## config.mk

```make
export PLATFORM = sky130hd
export DESIGN_NAME = topology_aware_task_picker_unit
export DESIGN_NICKNAME = d
export VERILOG_FILES = /design/src/rtl/tatp_pkg.sv /design/src/rtl/topology_aware_task_picker_unit.sv
export SDC_FILE = /design/constraint.sdc
export NUM_CORES = 2
export LEC_CHECK = 0
export BUFFER_PORTS_ARGS = -buffer_cell sky130_fd_sc_hd__buf_2
export CAP_MARGIN = 20
export CORE_MARGIN = 2
export CORE_UTILIZATION = 25
export CTS_BUF_LIST = sky130_fd_sc_hd__clkbuf_4 sky130_fd_sc_hd__clkbuf_8
export DETAILED_ROUTE_END_ITERATION = 7
export SLEW_MARGIN = 10
export SYNTH_ARGS = -nofsm -noshare
export SYNTH_HDL_FRONTEND = slang
export SYNTH_SLANG_ARGS = --single-unit
```

## constraint.sdc

```tcl
create_clock -name clk -period 9.1 [get_ports clk]
set_clock_uncertainty 0.05 [all_clocks]
set_input_delay 1.365 -clock clk [delete_from_list [all_inputs] [get_ports clk]]
set_output_delay 1.365 -clock clk [all_outputs]
set_load 0.05 [all_outputs]
```

## src/rtl/tatp_pkg.sv

```systemverilog
`timescale 1ns / 1ps
`default_nettype none
package tatp_pkg;

    typedef enum logic [1:0] {
        KIND_STATE   = 2'd0,
        KIND_PROFILE = 2'd1,
        KIND_PICK    = 2'd2,
        KIND_NONE    = 2'd3
    } kind_t;

    typedef enum logic [1:0] {
        TS_UNUSED  = 2'd0,
        TS_READY   = 2'd1,
        TS_RUNNING = 2'd2,
        TS_BLOCKED = 2'd3
    } task_state_t;

    typedef enum logic [1:0] {
        MODE_RR      = 2'd0,
        MODE_AGING   = 2'd1,
        MODE_PRIO    = 2'd2,
        MODE_PRIO_B  = 2'd3
    } sched_mode_t;

    typedef enum logic [1:0] {
        INT_PERF    = 2'd0,
        INT_EFF     = 2'd1,
        INT_LATENCY = 2'd2,
        INT_DEFAULT = 2'd3
    } intent_t;

    typedef enum logic [2:0] {
        ST_IDLE,
        ST_SCAN,
        ST_AGE,
        ST_FINISH
    } fsm_t;

    localparam logic [2:0] REG_SCHED_MODE    = 3'd0;
    localparam logic [2:0] REG_PCORE_MAP     = 3'd1;
    localparam logic [2:0] REG_CPU_NODE_MAP  = 3'd2;
    localparam logic [2:0] REG_AGING_THRESH  = 3'd3;
    localparam logic [2:0] REG_AGING_BOOST   = 3'd4;
    localparam logic [2:0] REG_LATENCY_BOOST = 3'd5;

    localparam int          CFG_W        = 16;
    localparam int          PRIO_W       = 8;
    localparam logic [7:0]  LOCAL_BONUS  = 8'd5;
    localparam logic [15:0] WAIT_MAX     = 16'hFFFF;

endpackage
`default_nettype wire

```

## src/rtl/topology_aware_task_picker_unit.sv

```systemverilog
// Topology-aware task picker. A start is accepted when start is high and busy
// is low; the block then holds busy until its single result strobes on done for
// exactly one cycle, and the receiver cannot stall it. Kinds 0 and 1 (state
// write, profile set) and ignored kinds go straight to the finish step. A
// priority pick walks the task table one slot per cycle through one shared
// priority adder and comparator; in aging mode, when an eligible slot was
// found, a second walk through the same slot port updates the wait counts.
// A round-robin pick stops at the first runnable slot it reaches. The task
// table sits in per-slot registers that reset clears, so no clearing pass
// is needed after reset. Configuration writes are taken at any edge with
// cfg_we high and must only happen while the block is idle.
`timescale 1ns / 1ps
`default_nettype none
module topology_aware_task_picker_unit
    import tatp_pkg::*;
#(
    parameter int TASK_SLOTS = 32,
    parameter int CPU_COUNT  = 4
) (
    input  wire logic                 clk,
    input  wire logic                 rst_n,
    input  wire logic                 start,
    output logic                      busy,
    output logic                      done,
    input  wire logic                 cfg_we,
    input  wire logic [2:0]           cfg_index,
    input  wire logic [CFG_W-1:0]     cfg_data,
    input  wire logic [1:0]           kind,
    input  wire logic [4:0]           slot,
    input  wire logic [1:0]           task_state,
    input  wire logic [1:0]           intent,
    input  wire logic                 region_valid,
    input  wire logic                 data_node,
    input  wire logic [4:0]           current_slot,
    input  wire logic                 current_valid,
    output logic [4:0]                chosen_slot,
    output logic                      found,
    output logic                      switched,
    output logic [1:0]                cpu_used,
    output logic [3:0]                affinity_out
);

    localparam int SW = (TASK_SLOTS > 1) ? $clog2(TASK_SLOTS) : 1;
    localparam int CW = (CPU_COUNT > 1) ? $clog2(CPU_COUNT) : 1;
    localparam int AW = (CPU_COUNT > 4) ? CPU_COUNT : 4;

    // Configuration registers.
    logic [1:0]  sched_mode_reg;
    logic [3:0]  pcore_map_reg;
    logic [3:0]  cpu_node_map_reg;
    logic [15:0] aging_threshold_reg;
    logic [5:0]  aging_boost_value_reg;
    logic [5:0]  latency_boost_value_reg;

    always_ff @(posedge clk or negedge rst_n)
    begin
        if (!rst_n)
        begin
            sched_mode_reg          <= 2'd0;
            pcore_map_reg           <= 4'd3;
            cpu_node_map_reg        <= 4'd12;
            aging_threshold_reg     <= 16'd10;
            aging_boost_value_reg   <= 6'd10;
            latency_boost_value_reg <= 6'd10;
        end
        else if (cfg_we)
        begin
            case (cfg_index)
                REG_SCHED_MODE:    sched_mode_reg          <= cfg_data[1:0];
                REG_PCORE_MAP:     pcore_map_reg           <= cfg_data[3:0];
                REG_CPU_NODE_MAP:  cpu_node_map_reg        <= cfg_data[3:0];
                REG_AGING_THRESH:  aging_threshold_reg     <= cfg_data[15:0];
                REG_AGING_BOOST:   aging_boost_value_reg   <= cfg_data[5:0];
                REG_LATENCY_BOOST: latency_boost_value_reg <= cfg_data[5:0];
                default:           ;
            endcase
        end
    end

    // Task table, one register set per slot.
    logic [1:0]          st_reg   [TASK_SLOTS];
    logic                prof_reg [TASK_SLOTS];
    logic [CPU_COUNT-1:0] aff_reg [TASK_SLOTS];
    logic [5:0]          ib_reg   [TASK_SLOTS];
    logic [5:0]          ab_reg   [TASK_SLOTS];
    logic                pn_reg   [TASK_SLOTS];
    logic [15:0]         wc_reg   [TASK_SLOTS];

    // Latched item and sequencer state.
    fsm_t            state_reg, state_next;
    logic [1:0]      kind_reg;
    logic [4:0]      slot_in_reg;
    logic [1:0]      tstate_reg;
    logic [1:0]      intent_reg;
    logic            rv_reg;
    logic            node_reg;
    logic [4:0]      cur_in_reg;
    logic            cur_ok_reg;
    logic [SW:0]     idx_reg;
    logic [SW:0]     n_reg;
    logic            best_v_reg;
    logic [SW-1:0]   best_reg;
    logic [PRIO_W-1:0] bestp_reg;
    logic            cand_reg;
    logic [SW-1:0]   start_pt_reg;
    logic [SW-1:0]   cursor_reg;
    logic            cursor_v_reg;
    logic [CW-1:0]   cpu_reg;

    logic            accept;
    assign accept = start && (state_reg == ST_IDLE);
    assign busy   = (state_reg != ST_IDLE);

    // Mask and node helpers.
    logic [AW-1:0] all_mask;
    logic [AW-1:0] pmask;
    logic [AW-1:0] imask;
    logic [AW-1:0] nmask;
    logic [AW-1:0] amask;
    logic          cpu_node;

    always_comb
    begin
        all_mask = '0;
        all_mask[CPU_COUNT-1:0] = '1;
        pmask = all_mask & {{(AW-4){1'b0}}, pcore_map_reg};
        case (intent_t'(intent_reg))
            INT_PERF, INT_LATENCY: imask = pmask;
            INT_EFF:               imask = all_mask & ~pmask;
            default:               imask = all_mask;
        endcase
        nmask = '0;
        for (int c = 0; c < CPU_COUNT; c++)
        begin
            if (((c < 4) ? cpu_node_map_reg[c[1:0]] : 1'b0) == node_reg)
                nmask[c] = 1'b1;
        end
        amask = imask;
        if (rv_reg)
        begin
            amask = imask & nmask;
            if (amask == '0)
                amask = imask;
        end
        cpu_node = (32'(cpu_reg) < 4) ? cpu_node_map_reg[2'(cpu_reg)] : 1'b0;
    end

    // Shared scan unit: one slot evaluated per cycle.
    logic [SW-1:0]     sidx;
    logic              s_run;
    logic              s_elig;
    logic [PRIO_W-1:0] s_prio;
    logic [SW:0]       rr_sum;

    always_comb
    begin
        rr_sum = {1'b0, start_pt_reg} + n_reg;
        if (sched_mode_reg == MODE_RR)
            sidx = (rr_sum >= (SW+1)'(TASK_SLOTS)) ?
                   SW'(rr_sum - (SW+1)'(TASK_SLOTS)) : rr_sum[SW-1:0];
        else
            sidx = idx_reg[SW-1:0];
        s_run  = (st_reg[sidx] == TS_READY) || (st_reg[sidx] == TS_RUNNING);
        s_elig = s_run && (!prof_reg[sidx] || aff_reg[sidx][cpu_reg]);
        s_prio = '0;
        if (prof_reg[sidx])
            s_prio = PRIO_W'(ib_reg[sidx]) + PRIO_W'(ab_reg[sidx]) +
                     ((pn_reg[sidx] == cpu_node) ? LOCAL_BONUS : '0);
    end

    logic        slot_ok;
    logic        cur_in_range;
    assign slot_ok      = (32'(slot_in_reg) < TASK_SLOTS);
    assign cur_in_range = (32'(current_slot) < TASK_SLOTS);

    // Next state.
    always_comb
    begin
        state_next = state_reg;
        case (state_reg)
            ST_IDLE:
                if (start)
                    state_next = (kind_t'(kind) == KIND_PICK) ? ST_SCAN : ST_FINISH;
            ST_SCAN:
                if (sched_mode_reg == MODE_RR)
                begin
                    if ((!(cand_reg && sidx == SW'(cur_in_reg)) && s_run) ||
                        (n_reg == (SW+1)'(TASK_SLOTS-1)))
                        state_next = ST_FINISH;
                end
                else if (idx_reg == (SW+1)'(TASK_SLOTS-1))
                    state_next = (sched_mode_reg == MODE_AGING) &&
                                 (best_v_reg || s_elig) ? ST_AGE : ST_FINISH;
            ST_AGE:
                if (idx_reg == (SW+1)'(TASK_SLOTS-1))
                    state_next = ST_FINISH;
            ST_FINISH:
                state_next = ST_IDLE;
            default:
                state_next = ST_IDLE;
        endcase
    end

    logic rr_hit;
    assign rr_hit = !(cand_reg && sidx == SW'(cur_in_reg)) && s_run;

    logic          pick_v;
    logic [SW-1:0] pick;
    always_comb
    begin
        pick_v = best_v_reg;
        pick   = best_reg;
        if (sched_mode_reg == MODE_RR && !best_v_reg && cand_reg)
        begin
            pick_v = 1'b1;
            pick   = SW'(cur_in_reg);
        end
    end

    always_ff @(posedge clk or negedge rst_n)
    begin
        if (!rst_n)
            state_reg <= ST_IDLE;
        else
            state_reg <= state_next;
    end

    // Datapath and table updates.
    always_ff @(posedge clk or negedge rst_n)
    begin
        if (!rst_n)
        begin
            for (int i = 0; i < TASK_SLOTS; i++)
            begin
                st_reg[i]   <= TS_UNUSED;
                prof_reg[i] <= 1'b0;
                aff_reg[i]  <= '0;
                ib_reg[i]   <= '0;
                ab_reg[i]   <= '0;
                pn_reg[i]   <= 1'b0;
                wc_reg[i]   <= '0;
            end
            cursor_reg   <= '0;
            cursor_v_reg <= 1'b0;
            cpu_reg      <= '0;
            done         <= 1'b0;
            chosen_slot  <= '0;
            found        <= 1'b0;
            switched     <= 1'b0;
            cpu_used     <= '0;
            affinity_out <= '0;
            kind_reg     <= '0;
            slot_in_reg  <= '0;
            tstate_reg   <= '0;
            intent_reg   <= '0;
            rv_reg       <= 1'b0;
            node_reg     <= 1'b0;
            cur_in_reg   <= '0;
            cur_ok_reg   <= 1'b0;
            idx_reg      <= '0;
            n_reg        <= '0;
            best_v_reg   <= 1'b0;
            best_reg     <= '0;
            bestp_reg    <= '0;
            cand_reg     <= 1'b0;
            start_pt_reg <= '0;
        end
        else
        begin
            done <= 1'b0;
            case (state_reg)
                ST_IDLE:
                    if (accept)
                    begin
                        kind_reg    <= kind;
                        slot_in_reg <= slot;
                        tstate_reg  <= task_state;
                        intent_reg  <= intent;
                        rv_reg      <= region_valid;
                        node_reg    <= data_node;
                        cur_in_reg  <= current_slot;
                        cur_ok_reg  <= current_valid && cur_in_range;
                        idx_reg     <= '0;
                        n_reg       <= '0;
                        best_v_reg  <= 1'b0;
                        best_reg    <= '0;
                        bestp_reg   <= '0;
                        cand_reg    <= current_valid && cur_in_range &&
                            ((st_reg[SW'(current_slot)] == TS_READY) ||
                             (st_reg[SW'(current_slot)] == TS_RUNNING));
                        if (kind_t'(kind) == KIND_PICK && sched_mode_reg == MODE_RR)
                        begin
                            if (current_valid && cur_in_range)
                            begin
                                cursor_reg   <= SW'(current_slot);
                                cursor_v_reg <= 1'b1;
                                start_pt_reg <= (32'(current_slot) == TASK_SLOTS-1) ?
                                                '0 : SW'(current_slot) + 1'b1;
                            end
                            else if (cursor_v_reg)
                                start_pt_reg <= (32'(cursor_reg) == TASK_SLOTS-1) ?
                                                '0 : cursor_reg + 1'b1;
                            else
                                start_pt_reg <= '0;
                        end
                    end
                ST_SCAN:
                    if (sched_mode_reg == MODE_RR)
                    begin
                        n_reg <= n_reg + 1'b1;
                        if (rr_hit)
                        begin
                            best_v_reg <= 1'b1;
                            best_reg   <= sidx;
                        end
                    end
                    else
                    begin
                        if (s_elig && (!best_v_reg || s_prio > bestp_reg))
                        begin
                            best_v_reg <= 1'b1;
                            best_reg   <= sidx;
                            bestp_reg  <= s_prio;
                        end
                        idx_reg <= (idx_reg == (SW+1)'(TASK_SLOTS-1)) ? '0 : idx_reg + 1'b1;
                    end
                ST_AGE:
                begin
                    // Age every other ready, profiled slot; saturate wait count.
                    if (st_reg[sidx] == TS_READY && sidx != best_reg && prof_reg[sidx])
                    begin
                        if (wc_reg[sidx] != WAIT_MAX)
                        begin
                            wc_reg[sidx] <= wc_reg[sidx] + 1'b1;
                            if ((wc_reg[sidx] + 1'b1) > aging_threshold_reg)
                                ab_reg[sidx] <= aging_boost_value_reg;
                        end
                        else if (wc_reg[sidx] > aging_threshold_reg)
                            ab_reg[sidx] <= aging_boost_value_reg;
                    end
                    idx_reg <= idx_reg + 1'b1;
                end
                ST_FINISH:
                begin
                    done         <= 1'b1;
                    chosen_slot  <= '0;
                    found        <= 1'b0;
                    switched     <= 1'b0;
                    cpu_used     <= '0;
                    affinity_out <= '0;
                    case (kind_t'(kind_reg))
                        KIND_STATE:
                            if (slot_ok)
                                st_reg[SW'(slot_in_reg)] <= tstate_reg;
                        KIND_PROFILE:
                        begin
                            affinity_out <= amask[3:0];
                            if (slot_ok)
                            begin
                                if (!prof_reg[SW'(slot_in_reg)])
                                begin
                                    wc_reg[SW'(slot_in_reg)] <= '0;
                                    ab_reg[SW'(slot_in_reg)] <= '0;
                                end
                                prof_reg[SW'(slot_in_reg)] <= 1'b1;
                                aff_reg[SW'(slot_in_reg)]  <= amask[CPU_COUNT-1:0];
                                ib_reg[SW'(slot_in_reg)]   <=
                                    (intent_t'(intent_reg) == INT_LATENCY) ?
                                    latency_boost_value_reg : '0;
                                pn_reg[SW'(slot_in_reg)]   <= rv_reg & node_reg;
                            end
                        end
                        KIND_PICK:
                        begin
                            cpu_used <= 2'(cpu_reg);
                            if (sched_mode_reg == MODE_RR)
                            begin
                                if (best_v_reg)
                                begin
                                    cursor_reg   <= best_reg;
                                    cursor_v_reg <= 1'b1;
                                end
                                else if (!cand_reg)
                                    cursor_v_reg <= 1'b0;
                            end
                            if (!pick_v)
                                chosen_slot <= cur_ok_reg ? cur_in_reg : '0;
                            else
                            begin
                                chosen_slot <= 5'(pick);
                                found       <= 1'b1;
                                if (!cur_ok_reg || pick != SW'(cur_in_reg))
                                begin
                                    switched <= 1'b1;
                                    if (prof_reg[pick])
                                    begin
                                        wc_reg[pick] <= '0;
                                        ab_reg[pick] <= '0;
                                    end
                                    cpu_reg <= (32'(cpu_reg) == CPU_COUNT-1) ?
                                               '0 : cpu_reg + 1'b1;
                                end
                            end
                        end
                        default: ;
                    endcase
                end
                default: ;
            endcase
        end
    end

    // A result is only produced from the finish step.
    assert property (@(posedge clk) disable iff (!rst_n)
        done |-> $past(state_reg) == ST_FINISH)
        else $error("done without finish step");

    // busy stays high while an item is in flight, so no new item is accepted.
    assert property (@(posedge clk) disable iff (!rst_n)
        (state_reg != ST_IDLE) |-> busy)
        else $error("busy low during work");

    // switched implies found.
    assert property (@(posedge clk) disable iff (!rst_n)
        (done && switched) |-> found)
        else $error("switch without a found task");

    // The CPU index only moves on a finishing pick.
    assert property (@(posedge clk) disable iff (!rst_n)
        (cpu_reg != $past(cpu_reg)) |-> (done && switched))
        else $error("cpu index moved outside a switch");

endmodule
`default_nettype wire
```

==> impl_metrics.py <==
metrics = {
    "outcome": {
        "status": "finished, final reports clean",
    },
    "power": {
        "total_power_w": 0.0233,
        "p_leak_nw": 29.0,
        "irDropWorstVdd_uv": 238,
        "p_per_area_nw_per_um2": 335,
    },
    "logic_synthesis": {
        "yosys.area.top_type": "dfrtp_1",
        "yosysMostFrequentCell": "dfrtp_1",
        "netlist.area_leader.share_pct": 51.3,
        "syn_nets": 5321,
        "syn_avg_cell_area_um2": 11.8,
        "synth_common_cells": "dfrtp_1 (1255), nand2_1 (651), o21ai_0 (431), o2bb2ai_1 (406), a22o_1 (268)",
        "synth_seq_cells": 1265,
        "synth_edf_count": 0,
        "synthCells": 5208,
        "synth.top_cells.by_area": "dfrtp_1 (51%), mux4_2 (9.5%), o2bb2ai_1 (5.8%), nand2_1 (4.0%), a22o_1 (3.8%)",
        "netlist-cell-type-count": 99,
        "ys.flop_type": "dfrtp_1",
        "yosysSeqAreaShare_pct": 51.7,
        "ys_warn_count": 0,
        "syn_area_um2": 61200,
        "postSynth.asyncResetShare_pct": 100,
    },
    "routing": {
        "drt_pass1_iterations": 6,
        "vias": 46788,
        "drt_iter0_drc": 5306,
        "drt-total-wl_um": 216000,
        "wl_per_cell_um": 25.2,
        "vias_per_cell": 5.47,
        "drc": 0,
        "drtAntennaViolNets": 0,
    },
    "cells_and_area": {
        "num-fill-cells": 24830,
        "fin_nets": 5304,
        "drive_above_1_share_pct": 20.7,
        "final_area_um2": 69500,
        "largest_register_ffs": 512,
        "area_growth_pct": 13.5,
    },
    "clock_tree": {
        "clk_latency_ps": 940,
        "numCtsBuffers": 195,
        "cts_resized": 0,
        "cts_max_level": 4,
        "root_buffer": "clkbuf_8",
        "cts_buffer_depth": 3,
        "cts_tree": "built",
        "cts_post_setup_buffers_inserted": 0,
        "cts.sinks": 1265,
        "hold_buffers": 0,
        "clk_pin_slew_ps": 60,
    },
    "floorplan": {
        "rows": 181,
        "start_util_pct": 25.2,
        "top_level_ports": 57,
        "core_um2": 243000,
        "dieArea_um2": 249000,
        "die_w_um": 499,
        "dieHeight_um": 499,
    },
    "global_route": {
        "grt_use_total_pct": 17.1,
        "global_route.overflow_total": 0,
        "grt_pass1_wl_um": 322000,
        "grt_start_max_net_pins": 179,
        "antenna_found_initial": 17,
        "grt_pass1_vias": 46735,
    },
    "worst_setup_path": {
        "slowest_delay_ps": 740,
        "cp-end-kind": "flop",
        "slowest_stage": "a221oi_1",
        "arrival_ps": 9030,
        "path_max_fanout": 71,
        "rr_endpoint": "ab_reg[169]$_DFFE_PN0P_",
        "cp_common_cell": "a21o_1",
        "crit_path_start_kind": "flop",
        "r2r-start": "n_reg[0]$_DFFE_PN0P_",
        "criticalPathCategory": "reg -> reg",
        "crit_required_ps": 9840,
        "reg2reg_slack_ps": 810,
        "r2r_cells": 26,
    },
    "placement": {
        "port_buffers": 56,
        "dp_hpwl_um": 145000,
        "place_area_um2": 65100,
        "place_congestion": 0.949,
    },
    "flow_run": {
        "maxCapViolations": 0,
    },
    "timing": {
        "finalCriticalPeriod_ps": 8290,
        "rsz0062_at_grt": "false",
        "clock.fmax_mhz": 121,
        "slew-limit-headroom_pct": 13.8,
        "worst_pin_slew_ps": 1290,
        "drv_slew": 0,
        "fin_tns_setup_ps": 0,
        "period_share_pct": 91.1,
        "setup_viol": 0,
        "final_hold_viol_count": 0,
    },
    "min_path": {
        "hold_end": "ib_reg[95]$_DFFE_PN0P_",
        "hp-start": "ib_reg[95]$_DFFE_PN0P_",
        "hold_path_depth": 2,
        "hold_path.class": "reg -> reg",
    },
}
## power by group
| part | internal [W] | switching [W] | leakage, nW | total, W |
|---|---|---|---|---|
| clock network | 0.00273 | 0.00241 | 2.23 | 0.00514 |
| registers | 0.00671 | 0.000859 | 17.3 | 0.00757 |
| logic | 0.00358 | 0.00699 | 9.47 | 0.0106 |
## area by class of cell
class / instances / area (µm²) / area share, %
well taps: 3202 / 4010 / 5.76
multi-input cells: 3415 / 27400 / 39.4
repair buffers: 244 / 2030 / 2.91
flip-flops and latches: 1265 / 31700 / 45.5
diodes: 12 / 30.0 / 0.0432
clock inverters: 48 / 387 / 0.556
clock buffers: 301 / 3770 / 5.42
inverters: 70 / 267 / 0.383
## logic make-up (layout without fill, tap and decap cells)
kind of cell | after synthesis | count (layout) | synth area share (%)
AO/OA/AOI/OAI | 1655 | 1655 | 20.7
XOR/XNOR | 53 | 53 | 0.782
adder cells (fa/ha/maj) | 71 | 71 | 1.50
buffers and inverters | 528 | 663 | 3.95
flip-flops | 1265 | 1265 | 51.7
multiplexers | 437 | 437 | 12.7
other | 0 | 12 | 0
AND/OR/NAND/NOR | 1199 | 1199 | 8.72
## placed cells by master (no fill, tap or decap), types with 21 or more instances in the layout
| cell | Yosys | layout |
|---|---|---|
| dfrtp_1 | 1255 | 1255 |
| nand2_1 | 651 | 649 |
| o21ai_0 | 431 | 428 |
| o2bb2ai_1 | 406 | 406 |
| a22o_1 | 268 | 268 |
| mux4_2 | 258 | 258 |
| clkbuf_8 | 0 | 241 |
| nor2_1 | 220 | 219 |
| buf_4 | 36 | 156 |
| mux2_2 | 130 | 130 |
| a21oi_1 | 118 | 117 |
| o22ai_1 | 74 | 74 |
| nand3_1 | 70 | 70 |
| nand2b_1 | 69 | 69 |
| inv_1 | 69 | 67 |
| ha_1 | 67 | 66 |
| clkbuf_4 | 0 | 60 |
| buf_2 | 103 | 56 |
| mux2i_1 | 49 | 48 |
| a22oi_1 | 47 | 47 |
| nor3_1 | 43 | 41 |
| a221oi_1 | 38 | 38 |
| a32o_1 | 36 | 35 |
| clkinv_2 | 1 | 34 |
| xnor2_1 | 34 | 30 |
| o31ai_4 | 26 | 27 |
| a21o_1 | 21 | 21 |
| o221ai_1 | 21 | 21 |
## stage by stage
stage	worst slack, ps	hold WS, ps	std cells	util, %
floorplan	996	395	5208	-
CTS	981	370	8532	28.5
global placement	1080	406	8180	26.7
finish	812	426	8557	28.6
detailed placement	984	416	8183	26.8
global route	471	446	8546	28.6
## worst max path at each step
stage                     cells after the start                       end                  from
after detailed placement                     26   ab_reg[143]$_DFFE_PN0P_  n_reg[0]$_DFFE_PN0P_
after global placement                       27  bestp_reg[3]$_DFFE_PN0P_  n_reg[0]$_DFFE_PN0P_
after floorplan                              34  bestp_reg[4]$_DFFE_PN0P_  n_reg[0]$_DFFE_PN0P_
after global routing                         27  bestp_reg[5]$_DFFE_PN0P_  n_reg[0]$_DFFE_PN0P_
final                                        26   ab_reg[169]$_DFFE_PN0P_  n_reg[0]$_DFFE_PN0P_
after CTS                                    26    ab_reg[32]$_DFFE_PN0P_  n_reg[0]$_DFFE_PN0P_
## layer usage
| metal | part of all wire [%] | wire (µm) | vias up | track usage [%] |
|---|---|---|---|---|
| li1 | - | - | 19592 | - |
| met1 | 42 | 90700 | 24133 | 23.3 |
| met3 | 9.5 | 20600 | 546 | 4.33 |
| met2 | 44 | 93800 | 2501 | 25.1 |
| met5 | 0.072 | 155 | - | 0 |
| met4 | 4.8 | 10400 | 16 | 8.07 |
## critical path: cells and delay by family (launching register included)
kind / cells / cell delay (ps)
AO/OA/AOI/OAI: 12 / 2500
XOR/XNOR: 1 / 190
adder cells (fa/ha/maj): 3 / 1220
buffers and inverters: 3 / 1140
flip-flops: 1 / 430
AND/OR/NAND/NOR: 7 / 2470
Note: power is estimated with default switching activity, not from simulation.
